===== src/rtl/assert_macros.svh =====
// Assertion macros shared by the ordered table modules.
// Each use expects clk and arst_n in the enclosing module.
`ifndef ASSERT_MACROS_SVH
`define ASSERT_MACROS_SVH

// Same-cycle implication, checked out of reset.
`define OTIS_ASSERT_NOW(label, ante, cons, msg) \
	label: assert property (@(posedge clk) disable iff (!arst_n) (ante) |-> (cons)) \
		else $error(msg);

// Next-cycle implication, checked out of reset.
`define OTIS_ASSERT_NEXT(label, ante, cons, msg) \
	label: assert property (@(posedge clk) disable iff (!arst_n) (ante) |=> (cons)) \
		else $error(msg);

`endif


===== src/rtl/otis_pkg.sv =====
// Shared types and codes for the ordered table block.
// No dependencies; used by every module of the block but otis_ram.
package otis_pkg;

	localparam int DEPTH_DEF = 16;

	localparam int REQ_W     = 3;
	localparam int POS_W     = 5;
	localparam int KEY_W     = 16;
	localparam int PAY_W     = 32;
	localparam int STAT_W    = 2;
	localparam int FPOS_W    = 4;
	localparam int CNT_OUT_W = 5;

	localparam logic [REQ_W-1:0] REQ_INSERT     = 3'd0;
	localparam logic [REQ_W-1:0] REQ_READ       = 3'd1;
	localparam logic [REQ_W-1:0] REQ_WRITE      = 3'd2;
	localparam logic [REQ_W-1:0] REQ_FIND       = 3'd3;
	localparam logic [REQ_W-1:0] REQ_REMOVE_AT  = 3'd4;
	localparam logic [REQ_W-1:0] REQ_REMOVE_KEY = 3'd5;

	localparam logic [STAT_W-1:0] STAT_OK    = 2'd0;
	localparam logic [STAT_W-1:0] STAT_RANGE = 2'd1;
	localparam logic [STAT_W-1:0] STAT_FULL  = 2'd2;
	localparam logic [STAT_W-1:0] STAT_MISS  = 2'd3;

	typedef struct packed {
		logic [REQ_W-1:0] req_type;
		logic [POS_W-1:0] position;
		logic [KEY_W-1:0] entry_key;
		logic [PAY_W-1:0] entry_payload;
	} req_t;

	typedef struct packed {
		logic [STAT_W-1:0]    status;
		logic [FPOS_W-1:0]    found_position;
		logic [KEY_W-1:0]     out_key;
		logic [PAY_W-1:0]     out_payload;
		logic [CNT_OUT_W-1:0] entry_count;
		logic                 is_empty;
	} res_t;

	// one slot of the table as stored in RAM
	typedef struct packed {
		logic [KEY_W-1:0] key;
		logic [PAY_W-1:0] payload;
	} slot_t;

	// where the RAM read address points relative to the index register
	typedef enum logic [1:0] {
		RD_IDX,
		RD_IDX_DN,
		RD_IDX_UP
	} rd_sel_t;

	typedef struct packed {
		logic              load_req;
		logic              idx_ld_cnt;
		logic              idx_ld_pos;
		logic              idx_ld_zero;
		logic              idx_inc;
		logic              idx_dec;
		logic              rd_en;
		rd_sel_t           rd_sel;
		logic              wr_en;
		logic              wr_new;
		logic              cnt_inc;
		logic              cnt_dec;
		logic              cap_out;
		logic              cap_fpos;
		logic              set_status;
		logic [STAT_W-1:0] status_code;
		logic              out_load;
	} ctl_cmd_t;

	typedef struct packed {
		logic [REQ_W-1:0] req_type;
		logic             ins_bad;
		logic             pos_bad;
		logic             full;
		logic             idx_gt_pos;
		logic             idx_end;
		logic             idx_last;
		logic             key_hit;
		logic             out_free;
	} dp_sts_t;

endpackage


===== src/rtl/otis_ram.sv =====
// Generic simple dual-port RAM: one write port, one read port, registered read.
// Standalone; no package dependency.
module otis_ram #(
	parameter int WIDTH = 8,
	parameter int DEPTH = 16
) (
	input  logic                     clk,
	input  logic                     wr_en,
	input  logic [$clog2(DEPTH)-1:0] wr_addr,
	input  logic [WIDTH-1:0]         wr_data,
	input  logic                     rd_en,
	input  logic [$clog2(DEPTH)-1:0] rd_addr,
	output logic [WIDTH-1:0]         rd_data
);

	logic [WIDTH-1:0] mem_q [DEPTH];
	logic [WIDTH-1:0] rd_data_q;

	always_ff @(posedge clk) begin
		if (wr_en) begin
			mem_q[wr_addr] <= wr_data;
		end
		if (rd_en) begin
			rd_data_q <= mem_q[rd_addr];
		end
	end

	assign rd_data = rd_data_q;

endmodule


===== src/rtl/otis_dp.sv =====
// Datapath of the ordered table: request, count and index registers, slot RAM,
// result register. Depends on otis_pkg, otis_ram and assert_macros.svh.
`include "assert_macros.svh"

module otis_dp #(
	parameter int DEPTH = otis_pkg::DEPTH_DEF
) (
	input  logic               clk,
	input  logic               arst_n,
	input  otis_pkg::req_t     req_data,
	input  otis_pkg::ctl_cmd_t cmd,
	output otis_pkg::dp_sts_t  sts,
	output otis_pkg::res_t     res_data,
	output logic               res_valid,
	input  logic               res_stall
);

	localparam int AW    = $clog2(DEPTH);
	localparam int CW    = $clog2(DEPTH + 1);
	localparam int CMP_W = (CW > otis_pkg::POS_W) ? CW : otis_pkg::POS_W;

	otis_pkg::req_t                 req_q;
	logic [CW-1:0]                  cnt_q;
	logic [CW-1:0]                  idx_q;
	logic [otis_pkg::STAT_W-1:0]    status_q;
	logic [otis_pkg::FPOS_W-1:0]    fpos_q;
	logic [otis_pkg::KEY_W-1:0]     okey_q;
	logic [otis_pkg::PAY_W-1:0]     opay_q;
	otis_pkg::res_t                 res_q;
	logic                           res_valid_q;

	logic [CW-1:0]                  rd_idx;
	logic [AW-1:0]                  rd_addr;
	otis_pkg::slot_t                rd_slot;
	otis_pkg::slot_t                wr_slot;
	logic [CMP_W-1:0]               pos_x;
	logic [CMP_W-1:0]               cnt_x;
	logic [CMP_W-1:0]               idx_x;
	logic [CW:0]                    idx_nxt;

	// slot storage
	always_comb begin
		unique case (cmd.rd_sel)
			otis_pkg::RD_IDX:    rd_idx = idx_q;
			otis_pkg::RD_IDX_DN: rd_idx = idx_q - CW'(1);
			otis_pkg::RD_IDX_UP: rd_idx = idx_q + CW'(1);
			default:             rd_idx = idx_q;
		endcase
	end

	assign rd_addr = rd_idx[AW-1:0];
	assign wr_slot = cmd.wr_new ? {req_q.entry_key, req_q.entry_payload} : rd_slot;

	otis_ram #(
		.WIDTH($bits(otis_pkg::slot_t)),
		.DEPTH(DEPTH)
	) u_slots (
		.clk     (clk),
		.wr_en   (cmd.wr_en),
		.wr_addr (idx_q[AW-1:0]),
		.wr_data (wr_slot),
		.rd_en   (cmd.rd_en),
		.rd_addr (rd_addr),
		.rd_data (rd_slot)
	);

	// request and result fields
	always_ff @(posedge clk) begin
		if (cmd.load_req) begin
			req_q <= req_data;
		end
		if (cmd.load_req) begin
			status_q <= otis_pkg::STAT_OK;
			fpos_q   <= '0;
			okey_q   <= '0;
			opay_q   <= '0;
		end else begin
			if (cmd.set_status) begin
				status_q <= cmd.status_code;
			end
			if (cmd.cap_fpos) begin
				fpos_q <= otis_pkg::FPOS_W'(idx_q);
			end
			if (cmd.cap_out) begin
				okey_q <= rd_slot.key;
				opay_q <= rd_slot.payload;
			end
		end
		if (cmd.out_load) begin
			res_q.status         <= status_q;
			res_q.found_position <= fpos_q;
			res_q.out_key        <= okey_q;
			res_q.out_payload    <= opay_q;
			res_q.entry_count    <= otis_pkg::CNT_OUT_W'(cnt_q);
			res_q.is_empty       <= (cnt_q == '0);
		end
	end

	// count, index and output valid
	always_ff @(posedge clk or negedge arst_n) begin
		if (!arst_n) begin
			cnt_q       <= '0;
			idx_q       <= '0;
			res_valid_q <= 1'b0;
		end else begin
			if (cmd.cnt_inc) begin
				cnt_q <= cnt_q + CW'(1);
			end else if (cmd.cnt_dec) begin
				cnt_q <= cnt_q - CW'(1);
			end
			priority if (cmd.idx_ld_cnt) begin
				idx_q <= cnt_q;
			end else if (cmd.idx_ld_pos) begin
				idx_q <= CW'(req_q.position);
			end else if (cmd.idx_ld_zero) begin
				idx_q <= '0;
			end else if (cmd.idx_inc) begin
				idx_q <= idx_q + CW'(1);
			end else if (cmd.idx_dec) begin
				idx_q <= idx_q - CW'(1);
			end
			if (cmd.out_load) begin
				res_valid_q <= 1'b1;
			end else if (!res_stall) begin
				res_valid_q <= 1'b0;
			end
		end
	end

	// status toward the controller
	assign pos_x   = CMP_W'(req_q.position);
	assign cnt_x   = CMP_W'(cnt_q);
	assign idx_x   = CMP_W'(idx_q);
	assign idx_nxt = (CW + 1)'(idx_q) + (CW + 1)'(1);

	always_comb begin
		sts.req_type   = req_q.req_type;
		sts.ins_bad    = pos_x > cnt_x;
		sts.pos_bad    = pos_x >= cnt_x;
		sts.full       = cnt_q == CW'(DEPTH);
		sts.idx_gt_pos = idx_x > pos_x;
		sts.idx_end    = idx_q >= cnt_q;
		sts.idx_last   = idx_nxt >= (CW + 1)'(cnt_q);
		sts.key_hit    = rd_slot.key == req_q.entry_key;
		sts.out_free   = !res_valid_q || !res_stall;
	end

	assign res_data  = res_q;
	assign res_valid = res_valid_q;

	`OTIS_ASSERT_NOW(a_inc_not_full, cmd.cnt_inc, cnt_q < CW'(DEPTH), "insert into a full table")
	`OTIS_ASSERT_NOW(a_dec_not_empty, cmd.cnt_dec, cnt_q != '0, "remove from an empty table")
	`OTIS_ASSERT_NOW(a_wr_in_range, cmd.wr_en, idx_q <= cnt_q && idx_q < CW'(DEPTH),
		"slot write beyond the held entries")
	`OTIS_ASSERT_NEXT(a_inc_nonempty, cmd.cnt_inc, cnt_q != '0, "count not raised by insert")

endmodule


===== src/rtl/otis_ctrl.sv =====
// Controller of the ordered table: sequences shifts, scans and slot accesses.
// Depends on otis_pkg and assert_macros.svh; drives otis_dp by command struct.
`include "assert_macros.svh"

module otis_ctrl (
	input  logic               clk,
	input  logic               arst_n,
	input  logic               req_valid,
	output logic               req_stall,
	input  otis_pkg::dp_sts_t  sts,
	output otis_pkg::ctl_cmd_t cmd
);

	typedef enum logic [3:0] {
		IDLE,
		DECODE,
		INS_CHK,
		INS_WR,
		PUT,
		POS_RD,
		POS_USE,
		SCAN_CHK,
		SCAN_USE,
		REM_RD,
		REM_USE,
		SHIFT_CHK,
		SHIFT_WR,
		FINISH
	} state_t;

	state_t state_q;
	state_t state_nxt;

	always_ff @(posedge clk or negedge arst_n) begin
		if (!arst_n) begin
			state_q <= IDLE;
		end else begin
			state_q <= state_nxt;
		end
	end

	assign req_stall = (state_q != IDLE);

	always_comb begin
		cmd             = '0;
		cmd.rd_sel      = otis_pkg::RD_IDX;
		cmd.status_code = otis_pkg::STAT_OK;
		state_nxt       = state_q;
		unique case (state_q)
			IDLE: begin
				if (req_valid) begin
					cmd.load_req = 1'b1;
					state_nxt    = DECODE;
				end
			end
			DECODE: begin
				unique case (sts.req_type)
					otis_pkg::REQ_INSERT: begin
						if (sts.ins_bad) begin
							cmd.set_status  = 1'b1;
							cmd.status_code = otis_pkg::STAT_RANGE;
							state_nxt       = FINISH;
						end else if (sts.full) begin
							cmd.set_status  = 1'b1;
							cmd.status_code = otis_pkg::STAT_FULL;
							state_nxt       = FINISH;
						end else begin
							cmd.idx_ld_cnt = 1'b1;
							state_nxt      = INS_CHK;
						end
					end
					otis_pkg::REQ_READ, otis_pkg::REQ_WRITE: begin
						if (sts.pos_bad) begin
							cmd.set_status  = 1'b1;
							cmd.status_code = otis_pkg::STAT_RANGE;
							state_nxt       = FINISH;
						end else begin
							cmd.idx_ld_pos = 1'b1;
							state_nxt      = POS_RD;
						end
					end
					otis_pkg::REQ_FIND, otis_pkg::REQ_REMOVE_KEY: begin
						cmd.idx_ld_zero = 1'b1;
						state_nxt       = SCAN_CHK;
					end
					otis_pkg::REQ_REMOVE_AT: begin
						if (sts.pos_bad) begin
							cmd.set_status  = 1'b1;
							cmd.status_code = otis_pkg::STAT_RANGE;
							state_nxt       = FINISH;
						end else begin
							cmd.idx_ld_pos = 1'b1;
							state_nxt      = REM_RD;
						end
					end
					default: begin
						// unused codes report ok with zero fields
						state_nxt = FINISH;
					end
				endcase
			end
			INS_CHK: begin
				// move the entry below the index up one slot
				if (sts.idx_gt_pos) begin
					cmd.rd_en  = 1'b1;
					cmd.rd_sel = otis_pkg::RD_IDX_DN;
					state_nxt  = INS_WR;
				end else begin
					state_nxt = PUT;
				end
			end
			INS_WR: begin
				cmd.wr_en   = 1'b1;
				cmd.idx_dec = 1'b1;
				state_nxt   = INS_CHK;
			end
			PUT: begin
				cmd.wr_en   = 1'b1;
				cmd.wr_new  = 1'b1;
				cmd.cnt_inc = 1'b1;
				state_nxt   = FINISH;
			end
			POS_RD: begin
				cmd.rd_en = 1'b1;
				state_nxt = POS_USE;
			end
			POS_USE: begin
				cmd.cap_out = 1'b1;
				if (sts.req_type == otis_pkg::REQ_WRITE) begin
					cmd.wr_en  = 1'b1;
					cmd.wr_new = 1'b1;
				end
				state_nxt = FINISH;
			end
			SCAN_CHK: begin
				if (sts.idx_end) begin
					cmd.set_status  = 1'b1;
					cmd.status_code = otis_pkg::STAT_MISS;
					state_nxt       = FINISH;
				end else begin
					cmd.rd_en = 1'b1;
					state_nxt = SCAN_USE;
				end
			end
			SCAN_USE: begin
				if (sts.key_hit) begin
					cmd.cap_fpos = 1'b1;
					if (sts.req_type == otis_pkg::REQ_REMOVE_KEY) begin
						state_nxt = REM_RD;
					end else begin
						state_nxt = FINISH;
					end
				end else begin
					cmd.idx_inc = 1'b1;
					state_nxt   = SCAN_CHK;
				end
			end
			REM_RD: begin
				cmd.rd_en = 1'b1;
				state_nxt = REM_USE;
			end
			REM_USE: begin
				cmd.cap_out = 1'b1;
				state_nxt   = SHIFT_CHK;
			end
			SHIFT_CHK: begin
				// pull the entry above the index down one slot
				if (sts.idx_last) begin
					cmd.cnt_dec = 1'b1;
					state_nxt   = FINISH;
				end else begin
					cmd.rd_en  = 1'b1;
					cmd.rd_sel = otis_pkg::RD_IDX_UP;
					state_nxt  = SHIFT_WR;
				end
			end
			SHIFT_WR: begin
				cmd.wr_en   = 1'b1;
				cmd.idx_inc = 1'b1;
				state_nxt   = SHIFT_CHK;
			end
			FINISH: begin
				// hold until the output register is free
				if (sts.out_free) begin
					cmd.out_load = 1'b1;
					state_nxt    = IDLE;
				end
			end
			default: begin
				state_nxt = IDLE;
			end
		endcase
	end

	`OTIS_ASSERT_NOW(a_load_when_free, cmd.out_load, sts.out_free,
		"result loaded over an item still held")
	`OTIS_ASSERT_NOW(a_no_write_idle, state_q == IDLE || state_q == FINISH, !cmd.wr_en,
		"slot write outside an item")
	`OTIS_ASSERT_NEXT(a_accept_decodes, req_valid && !req_stall, state_q == DECODE,
		"accepted item not decoded")

endmodule


===== src/rtl/ordered_table_insert_remove_search.sv =====
// Ordered table, top level. Rejects and unused codes go straight to the result; a read or
// overwrite reads the slot once; inserts, removes and key scans move or compare one entry
// at a time (one read, then a write or compare on the single read port of the slot RAM).
// The block takes one item at a time: the next item is taken in the cycle after the result
// is loaded, and a stalled result holds the input. Reset clears the entry count, the index
// and the handshakes only.
module ordered_table_insert_remove_search #(
	parameter int DEPTH = otis_pkg::DEPTH_DEF
) (
	input  logic           clk,
	input  logic           arst_n,
	input  logic           req_valid,
	output logic           req_stall,
	input  otis_pkg::req_t req_data,
	output logic           res_valid,
	input  logic           res_stall,
	output otis_pkg::res_t res_data
);

	otis_pkg::ctl_cmd_t cmd;
	otis_pkg::dp_sts_t  sts;

	otis_ctrl u_ctrl (
		.clk       (clk),
		.arst_n    (arst_n),
		.req_valid (req_valid),
		.req_stall (req_stall),
		.sts       (sts),
		.cmd       (cmd)
	);

	otis_dp #(
		.DEPTH(DEPTH)
	) u_dp (
		.clk       (clk),
		.arst_n    (arst_n),
		.req_data  (req_data),
		.cmd       (cmd),
		.sts       (sts),
		.res_data  (res_data),
		.res_valid (res_valid),
		.res_stall (res_stall)
	);

endmodule


===== config.mk =====
export PLATFORM = sky130hd
export DESIGN_NAME = ordered_table_insert_remove_search
export DESIGN_NICKNAME = d
export VERILOG_FILES = /design/src/rtl/otis_pkg.sv /design/src/rtl/otis_ram.sv /design/src/rtl/otis_dp.sv /design/src/rtl/otis_ctrl.sv /design/src/rtl/ordered_table_insert_remove_search.sv
export VERILOG_INCLUDE_DIRS = /design/src /design/src/rtl
export SDC_FILE = /design/constraint.sdc
export NUM_CORES = 1
export LEC_CHECK = 0
export CORE_MARGIN = 2
export CORE_UTILIZATION = 40
export CTS_CLUSTER_SIZE = 8
export DETAILED_ROUTE_END_ITERATION = 8
export DONT_BUFFER_PORTS = 1
export PLACE_DENSITY = 0.59
export SLEW_MARGIN = 30
export SYNTH_ARGS = -nofsm -noshare
export SYNTH_HDL_FRONTEND = slang
export SYNTH_SLANG_ARGS = --single-unit

===== constraint.sdc =====
create_clock -name clk -period 5.6 [get_ports clk]
set_input_delay 0.28 -clock clk [delete_from_list [all_inputs] [get_ports clk]]
set_output_delay 0.28 -clock clk [all_outputs]
set_load 0.05 [all_outputs]

# Word level (Yosys, flattened, before mapping)
# Memories as Yosys holds them, arrays and structs flattened. A register that Yosys moved wholly into a read port is not among the register bits.
# Index checks and enable logic that the tools add are counted.
# totals
ff_bits	185
ramBits	768
inputBits	60
out_inout_bits	62
elab_cells	132
mem_count	1
# memory_table
memory	words	width	read_ports	rd_clocked_by_memory_dff	write_ports	line_no	rtl
u_dp.u_slots.mem_q	16	48	1	1	1	otis_ram.sv:16	logic [WIDTH-1:0] mem_q [DEPTH];
# op_classes
add_sub_neg	5
magnitude_cmp	5
n_eq_ne	25
n_mux	60
reduce_logical	18
# op_table
cell	count
$mux W48	1
$pmux W4 S12	1
$mux W5	7
$mux W3	11
$eq A4 B4 Y1 const B	6
$mux W1	24
$mux W4	6
$eq A16 B16 Y1	1
$eq A4 B3 Y1 const B	4
$pmux W4 S4	1
$pmux W3 S2	2
$reduce_or A2 Y1	6
$add A5 B1 Y5 const B	2
$ge A5 B5 Y1	2
$gt A5 B5 Y1	2
$sub A5 B1 Y5 const B	2
$eq A4 B2 Y1 const B	2
$pmux W4 S2	1
$add A5 B1 Y6 const B	1
$eq A3 B2 Y1 const B	2
$eq A3 B3 Y1 const B	2
$ge A6 B5 Y1	1
$pmux W1 S2	3
$reduce_or A3 Y1	2
other kinds (19)	21

# Depth between registers and ports, before layout
# Gate-level depths: netlist (run 1).
# depth
ltp_word	8
depth_mapped	20

# Hierarchy
# A second synthesis (run 1) with hierarchy kept.
# unflattened
hier_cells	1897
area_unflattened_um2	38466.9
# by_module_without_submodules
mod	n_inst	cells_per_inst	area_each_um2	seq_area_each_um2
otis_ram	1	1242	30171.4	24503.5
otis_dp	1	536	7518.5	4839.6
otis_ctrl	1	119	777.0	100.1

# Least setup slack after synthesis (run 1)
# Ideal clock, no wire load.
# synth_timing
path_kind	flip-flop to flip-flop
start	register u_dp.req_q (netlist bit u_dp.sts[8])
end	memory u_dp.u_slots.mem_q[3][0] (netlist bit) (enable)
setup_ns	0.513
t_arrival_ns	4.836
setup_slack_ns	0.252
stages_incl_launch_ff	7
cell_sequence	edfxtp_1 clkbuf_1 or3_1 a211oi_2 a311o_1 nand2_1 nor3_1
# synth_via
elab_chain_cells	5
# synth_lines
element	line_no	rtl
start, declared	otis_dp.sv:22	otis_pkg::req_t req_q;
start signal, assigned	otis_dp.sv:70	req_q <= req_data;
$eq A3 B2 Y1	otis_ctrl.sv:129	if (sts.req_type == otis_pkg::REQ_WRITE) begin
$mux W2	otis_ctrl.sv:129	
$pmux W1 S2	otis_ctrl.sv:49	unique case (state_q)
$mux W1	otis_ram.sv:20	if (wr_en) begin
$mux W1 (implied by the code)	otis_ram.sv:21	mem_q[wr_addr] <= wr_data;
end, declared	otis_ram.sv:16	
# No other way between the ends.

# Final worst setup path (run 1)
# layout_timing
start	register u_dp.idx_q[0]
end	register u_dp.u_slots.rd_data_q[23] (netlist: u_dp.u_slots.rd_data[23]) (read register of u_dp.u_slots.mem_q), data pin
# layout_via
elab_chain_cells	6
elab_cells_between_ends	14
# layout_lines
element	line_no	rtl
start, declared	otis_dp.sv:24	logic [CW-1:0] idx_q;
start signal, assigned	otis_dp.sv:112	idx_q <= cnt_q;
start signal, assigned	otis_dp.sv:114	idx_q <= CW'(req_q.position);
start signal, assigned	otis_dp.sv:118	idx_q <= idx_q + CW'(1);
$add A5 B1 Y6	otis_dp.sv:134	assign idx_nxt = (CW + 1)'(idx_q) + (CW + 1)'(1);
$ge A6 B5 Y1	otis_dp.sv:143	sts.idx_last = idx_nxt >= (CW + 1)'(cnt_q);
$mux W3	otis_ctrl.sv:168	if (sts.idx_last) begin
$pmux W2 S2	otis_ctrl.sv:49	
$eq A2 B2 Y1 / $eq A2 B1 Y1 (equally long branches)	otis_dp.sv:43	unique case (cmd.rd_sel)
$pmux W4 S2	otis_dp.sv:43	
end, declared	otis_ram.sv:17	logic [WIDTH-1:0] rd_data_q;
# Several ways; a longest one is shown, not always the timed one.
# A chain may end at the register's enable or synchronous reset.

==> impl_metrics.ini, run 1 <==
[drt]
drc_errors = 0
via_per_inst = 5.50
wl_per_cell_um = 25.4
ant_nets = 0
drt_wl_total_mm = 89.5
first_iter_violations = 1748
drt_pre_antenna_iters = 7
vias = 19365

[power]
p_leak_nw = 14.7
pwr-share-clk = 0.289
p_sw_frac = 0.318
vdd_drop_max_mv = 0.297
power_density_mw_per_mm2 = 596
combPwrFrac = 0.289
seq_power_share = 0.421
p_sw_w = 0.00871
internal_power_w = 0.0187

[placed_design]
hpwl_mm = 49.3
place_area_mm2 = 0.0411
gp_congestion = 0.807
portBuffers = 0

[outcome]
status = completed

[timing]
post-route-period-util = 0.931
max_freq_ghz = 0.192
slew_violations = 0
setup-violations-final = 0
max_slew_margin = 0.328
hold_violations = 0
rsz0062_at_grt = no
period_needed_ps = 5210
worstMarginPinSlew_ps = 1010
fin_tns_setup_ps = 0
fin_skew_ps = 41.7

[worst_setup_path]
crit_top_cell = ha_1
r2r-end = u_dp.u_slots.rd_data[23]$_DFFE_PP_
cp.required_ps = 6070
arrival_ps = 5680
ff2ff_setup_slack_ps = 390
critPathBufInv = 3
worst-r2r-cell-count = 17
path_cells = inv_1 > ha_1 > ha_1 > a21boi_0 > o21a_1 > o21a_1 > o21ai_0 > nand3_1 > ha_1 > nand2_1 > o21ai_4 > buf_12 > buf_12 > mux4_2 > nor2b_1 > a211oi_1 > a21oi_1
rr_startpoint = u_dp.idx_q[0]$_DFFE_PN0P_
path_max_fanout = 42
path_delay_family = adder cells
startpoint_type = flop
end_kind = flop
critPathKind = reg2reg
slowest_delay_ps = 580
slowest_stage = dfrtp_1

[min_path]
hold_class = in2reg
whs_endpoint = u_ctrl.state_q[0]$_DFFE_PN0P_
min_path_cells = 4
min_from = req_valid

[synthesis]
netlist_instances = 1998
ys_ff_latch = 1001
synth_top_area_share = 0.720
yosys_warnings = 0
synth_area_mm2 = 0.0389
async_reset_ff_frac = 0.0150
synth.most_common_cell = edfxtp_1
synth.distinct_cells = 63
synth.net_count = 2089
yosysTopAreaCell = edfxtp_1
avgSynthCellArea_um2 = 19.5
synth_top_flop_cell = edfxtp_1
seq_area_frac_synth = 0.757
synth_edf_count = 932
ys_top_cells_by_count = edfxtp_1, mux4_2, nand2_1
synth.area.top_cells = edfxtp_1, mux4_2, dfxtp_1

[flow_run]
maxCapViolations = 0

[clock_network]
clk_path_buf_depth = 3
clkLatencyLatePin_ps = 750
cts_root_buf = clkbuf_16
htreeDepth = 4
cts_setup_buffers = 0
clkSinkCount = 1001
cts_tree = done
numCtsBuffers = 143
clk_pin_slew_ps = 50

[global_route]
grt_use_total = 0.182
grt_pass1_wl_mm = 132
antenna_found_initial = 1
grt_pass1_vias = 20258
grt_start_max_net_pins = 63
grt_overflow = 0

[floorplanning]
start_util = 0.403
die_y_um = 316
die_w_um = 316
pin_count = 122
die_area_mm2 = 0.0997
design.core.area_mm2 = 0.0966
rows = 114

[finish]
drive_gt1_frac = 0.220
fin_area_mm2 = 0.0459
area_delta_synth_final_pct = 18.1
num_antenna_cells = 0
final_util = 0.476
fin_nets = 2250
[registers in the layout, summed over array words and instances (netlist names)]
name,count
u_dp.u_slots.mem_q,768
u_dp.res_data,60
u_dp.req_q,48
u_dp.u_slots.rd_data,48
u_dp.opay_q,32
u_dp.okey_q,16
u_dp.cnt_q,5
u_dp.idx_q,5
u_dp.pos_x,5
u_ctrl.state_q,4
u_dp.fpos_q,4
u_dp.sts,3
u_dp.status_q,2
u_dp.res_valid,1
[power groups by stage]
| stage | combinational, W | sequential (W) | clock, W |
|---|---|---|---|
| 3_3_place_gp | 0.00773 | 0.0116 | 0 |
| 6_report | 0.00793 | 0.0115 | 0.00793 |
| 3_5_place_dp | 0.00798 | 0.0117 | 0 |
| 4_1_cts | 0.00804 | 0.0115 | 0.00811 |
| 2_1_floorplan | 0.00563 | 0.0114 | 0 |
| 5_1_grt | 0.00866 | 0.0116 | 0.00843 |
[repair_timing]
item / in CTS / in global routing
hold buffers: 59 / 0
endpoints found under the hold margin: 78 / 0
setup endpoints to repair: 0 / 0
gates resized for setup: 0 / 0
[cell usage in the layout (no fill, tap or decap), types with 4 or more instances in the layout]
master           n
clkbuf_1        73
a21oi_1        115
buf_12          27
clkinv_16        7
nor2_1          27
nand2_1        134
dfxtp_1         54
buf_16           7
buf_4           26
a211oi_1        52
nor3_1           5
xnor2_1         24
nand4_1          5
o21a_1           9
dlygate4sd3_1   59
mux2i_1         58
nor2_4          12
ha_1            30
mux4_2         192
nand3_1          7
dfrtp_1         15
edfxtp_1       932
nor2b_1         53
nor3_2           4
inv_1           22
mux2_2          49
o21ai_0         16
nand2b_1         6
clkbuf_16      143
[per-stage QoR]
step	cells	hold slack (ps)	total power, W	setup slack, ps
2_1_floorplan	1998	-15.6	0.0170	252
3_3_place_gp	3222	-14.9	0.0194	553
3_5_place_dp	3231	-14.9	0.0196	404
4_1_cts	3522	21.1	0.0277	423
5_1_grt	3522	80.0	0.0287	0.466
6_report	3522	68.6	0.0274	388
[worst max-delay path by stage]
| stage | start | slack, ps | cells past startpoint | endpoint |
|---|---|---|---|---|
| 2_1_floorplan | u_dp.sts[8]$_DFFE_PP_ | 250 | 6 | u_dp.u_slots.mem_q[3][0]$_DFFE_PP_ |
| 3_3_place_gp | u_dp.idx_q[0]$_DFFE_PN0P_ | 550 | 17 | u_dp.u_slots.rd_data[19]$_DFFE_PP_ |
| 3_5_place_dp | u_dp.idx_q[0]$_DFFE_PN0P_ | 400 | 17 | u_dp.u_slots.rd_data[23]$_DFFE_PP_ |
| 4_1_cts | u_dp.idx_q[0]$_DFFE_PN0P_ | 420 | 17 | u_dp.u_slots.rd_data[20]$_DFFE_PP_ |
| 5_1_grt | u_dp.idx_q[0]$_DFFE_PN0P_ | 0.5 | 17 | u_dp.u_slots.rd_data[23]$_DFFE_PP_ |
| 6_report | u_dp.idx_q[0]$_DFFE_PN0P_ | 390 | 17 | u_dp.u_slots.rd_data[23]$_DFFE_PP_ |
[worst register-to-register path, stage by stage (launching register included)]
cell and delay, ps:
dfrtp_1 580, inv_1 220, ha_1 410, ha_1 290
a21boi_0 130, o21a_1 190, o21a_1 170, o21ai_0 280
nand3_1 240, ha_1 570, nand2_1 160, o21ai_4 120
buf_12 220, buf_12 320, mux4_2 610, nor2b_1 140
a211oi_1 260, a21oi_1 70
[area by class of cell]
| cell class | count | area (µm²) |
|---|---|---|
| Fill cell | 7904 | 50600 |
| Tap cell | 1276 | 1600 |
| Clock inverter | 16 | 340 |
| Multi-Input combinational cell | 870 | 9060 |
| Sequential cell | 1001 | 29400 |
| Timing Repair Buffer | 121 | 1550 |
| Clock buffer | 216 | 3850 |
| Inverter | 22 | 82.6 |
[logic make-up after synthesis]
group / count (synthesis) / share of synthesized area
flip-flops: 1001 / 0.757
XOR/XNOR: 27 / 0.00608
AND/OR/NAND/NOR: 275 / 0.0336
adder cells (fa/ha/maj): 31 / 0.0102
buffers and inverters: 127 / 0.0147
AO/OA/AOI/OAI: 236 / 0.0373
multiplexers: 301 / 0.141
[per-layer routing]
layer  part of all wire  GRT usage
met1               0.43      0.248
met2               0.49      0.300
met3              0.057     0.0342
met4              0.019     0.0557
met5                  0          0
(Power assumes the default switching activity.)
==> run 2, diff against run 1 <==
Settings changed: CORE_UTILIZATION 40 to 30, CTS_CLUSTER_SIZE 8 to default, PLACE_DENSITY 0.59 to 0.48.
==> run 2 against run 1 <==
Net effect: register-to-register slack gained 240 ps; clock skew down 5.1 ps; worst setup slack improved by 240 ps; critical endpoint is now u_dp.u_slots.rd_data[18]$_DFFE_PP_; largest cell class unchanged; highest routed layer is now met5.
==> impl_metrics.ini, run 2 (synthesis gave the netlist of run 1 again) <==
[finish]
fin_nets = 2212
drive_gt1_frac = 0.225
fin_cells = 3957
largest_register_ffs = 768
area_delta_synth_final_pct = 17.2
seqCellArea_mm2 = 0.0294
top_register = u_dp.u_slots.mem_q
final_cell_mix = edfxtp_1, mux4_2, nand2_1
final_common_cell = edfxtp_1
nFillCells = 12107
multiInputGateArea_mm2 = 0.00906

[floorplanning]
rows = 132
design.core.area_mm2 = 0.129
die_w_um = 364
start_util = 0.301
die_y_um = 364
pin_count = 122
die_area_mm2 = 0.133

[timing]
fin_skew_ps = 36.7
fin_tns_setup_ps = 0
hold_violations = 0
rsz0062_at_grt = no
max_freq_ghz = 0.201
period_needed_ps = 4970
whs_ps = 118
setup_slack_ps = 632
max_slew_margin = 0.357
post-route-period-util = 0.887
worstMarginPinSlew_ps = 962
slew_violations = 0
setup-violations-final = 0

[power]
power_density_mw_per_mm2 = 575
power_w = 0.0262
p_leak_nw = 14.3
vdd_drop_max_mv = 0.302

[min_path]
hold_class = in2reg

[drt]
first_iter_violations = 1639
drc_errors = 0
vias = 19073
ant_nets = 0
via_per_inst = 4.82
drt_pre_antenna_iters = 7
drt_wl_total_mm = 94.9
wl_per_cell_um = 24.0

[worst_setup_path]
critPathKind = reg2reg
slowest_stage = mux4_2
startpoint_type = flop
end_kind = flop
path_max_fanout = 19
worst-r2r-cell-count = 18
rr_startpoint = u_dp.idx_q[0]$_DFFE_PN0P_
arrival_ps = 5410
slowest_delay_ps = 520
cp.required_ps = 6040
critPathLaunch = u_dp.idx_q[0]$_DFFE_PN0P_
crit_top_cell = ha_1
ff2ff_setup_slack_ps = 630
cp-endpoint = u_dp.u_slots.rd_data[18]$_DFFE_PP_
path_cells = inv_1 > ha_1 > ha_1 > a21boi_0 > o21a_1 > o21a_1 > o21ai_0 > nand3_1 > inv_1 > ha_1 > mux2i_1 > o21ai_4 > buf_12 > buf_12 > mux4_2 > nor2b_1 > a211oi_1 > a21oi_1
r2r-end = u_dp.u_slots.rd_data[18]$_DFFE_PP_

[clock_network]
cts_tree = done
htreeDepth = 3
cts_setup_buffers = 0
clk_path_buf_depth = 3
numCtsBuffers = 104
clkSinkCount = 1001
clk_pin_slew_ps = 60
cts_root_buf = clkbuf_16
cts_resized = 0
clkLatencyLatePin_ps = 710
cts_hold_buf = 59

[global_route]
antenna_found_initial = 7
grt_use_total = 0.143
grt_pass1_vias = 19865
grt_pass1_wl_mm = 139
grt_overflow = 0
grt_start_max_net_pins = 79

[placed_design]
dp_cells = 3697
gp_congestion = 0.764
portBuffers = 0
pre_cts_slack_ps = 596
hpwl_mm = 51.1

[outcome]
status = completed

[flow_run]
maxCapViolations = 0
## run 2: cell types whose count changed in the layout (fill, tap and decap cells not counted), sizes merged
| cell | previous run | this run |
|---|---|---|
| buf | 62 | 63 |
| bufinv | 0 | 7 |
| clkbuf | 216 | 135 |
| clkinv | 11 | 47 |
| clkinvlp | 0 | 5 |
| diode | 0 | 3 |
| inv | 27 | 25 |
## run 2: area by class of cell
cell class | instances | share of cell area
Inverter | 22 | 0.00181
Clock buffer | 135 | 0.0619
Antenna cell | 3 | 0.000165
Clock inverter | 62 | 0.0120
Sequential cell | 1001 | 0.646
Timing Repair Buffer | 122 | 0.0313
Multi-Input combinational cell | 870 | 0.199
Tap cell | 1742 | 0.0478
## run 2: critical path, delay by kind of cell (launching register included)
kind,cells,cell delay [ps]
AOI/OAI and AO/OA,7,1520
adders and majority gates,3,900
and+or+nand+nor,2,400
buffers and inverters,4,820
DFF,1,380
muxes,2,700
## run 2: how the worst min path moves through the flow
stage	start	end	slack, ps	cells past startpoint
floorplan	arst_n	u_ctrl.state_q[0]$_DFFE_PN0P_	-20	0
global placement	arst_n	u_dp.res_valid$_DFFE_PN0P_	-20	0
finish	req_valid	u_ctrl.state_q[0]$_DFFE_PN0P_	120	4
CTS	req_valid	u_ctrl.state_q[0]$_DFFE_PN0P_	10	4
detailed placement	arst_n	u_dp.res_valid$_DFFE_PN0P_	-20	0
global route	req_valid	u_ctrl.state_q[0]$_DFFE_PN0P_	70	4
## run 2: stage by stage
stage	util	instance area, µm²
after floorplan	-	38900
after global placement	0.321	41400
after detailed placement	0.322	41600
after CTS	0.353	45500
after global routing	0.353	45600
final	0.353	45600
## run 2: power breakdown
group          internal [W]  leakage (nW)  total [W]  switching (W)
Sequential           0.0107          9.05     0.0115       0.000813
Combinational       0.00318          3.62    0.00793        0.00475
Clock               0.00388          1.65    0.00677        0.00289
## run 2: routing by layer
layer  track usage  wire, µm  vias up  share of wire
li1              -         -     8320              -
met1         0.192     42100    10174           0.44
met2         0.241     46800      464           0.49
met3        0.0252      4430      109          0.047
met4        0.0368      1550        6          0.016
met5             0        49        -        0.00052
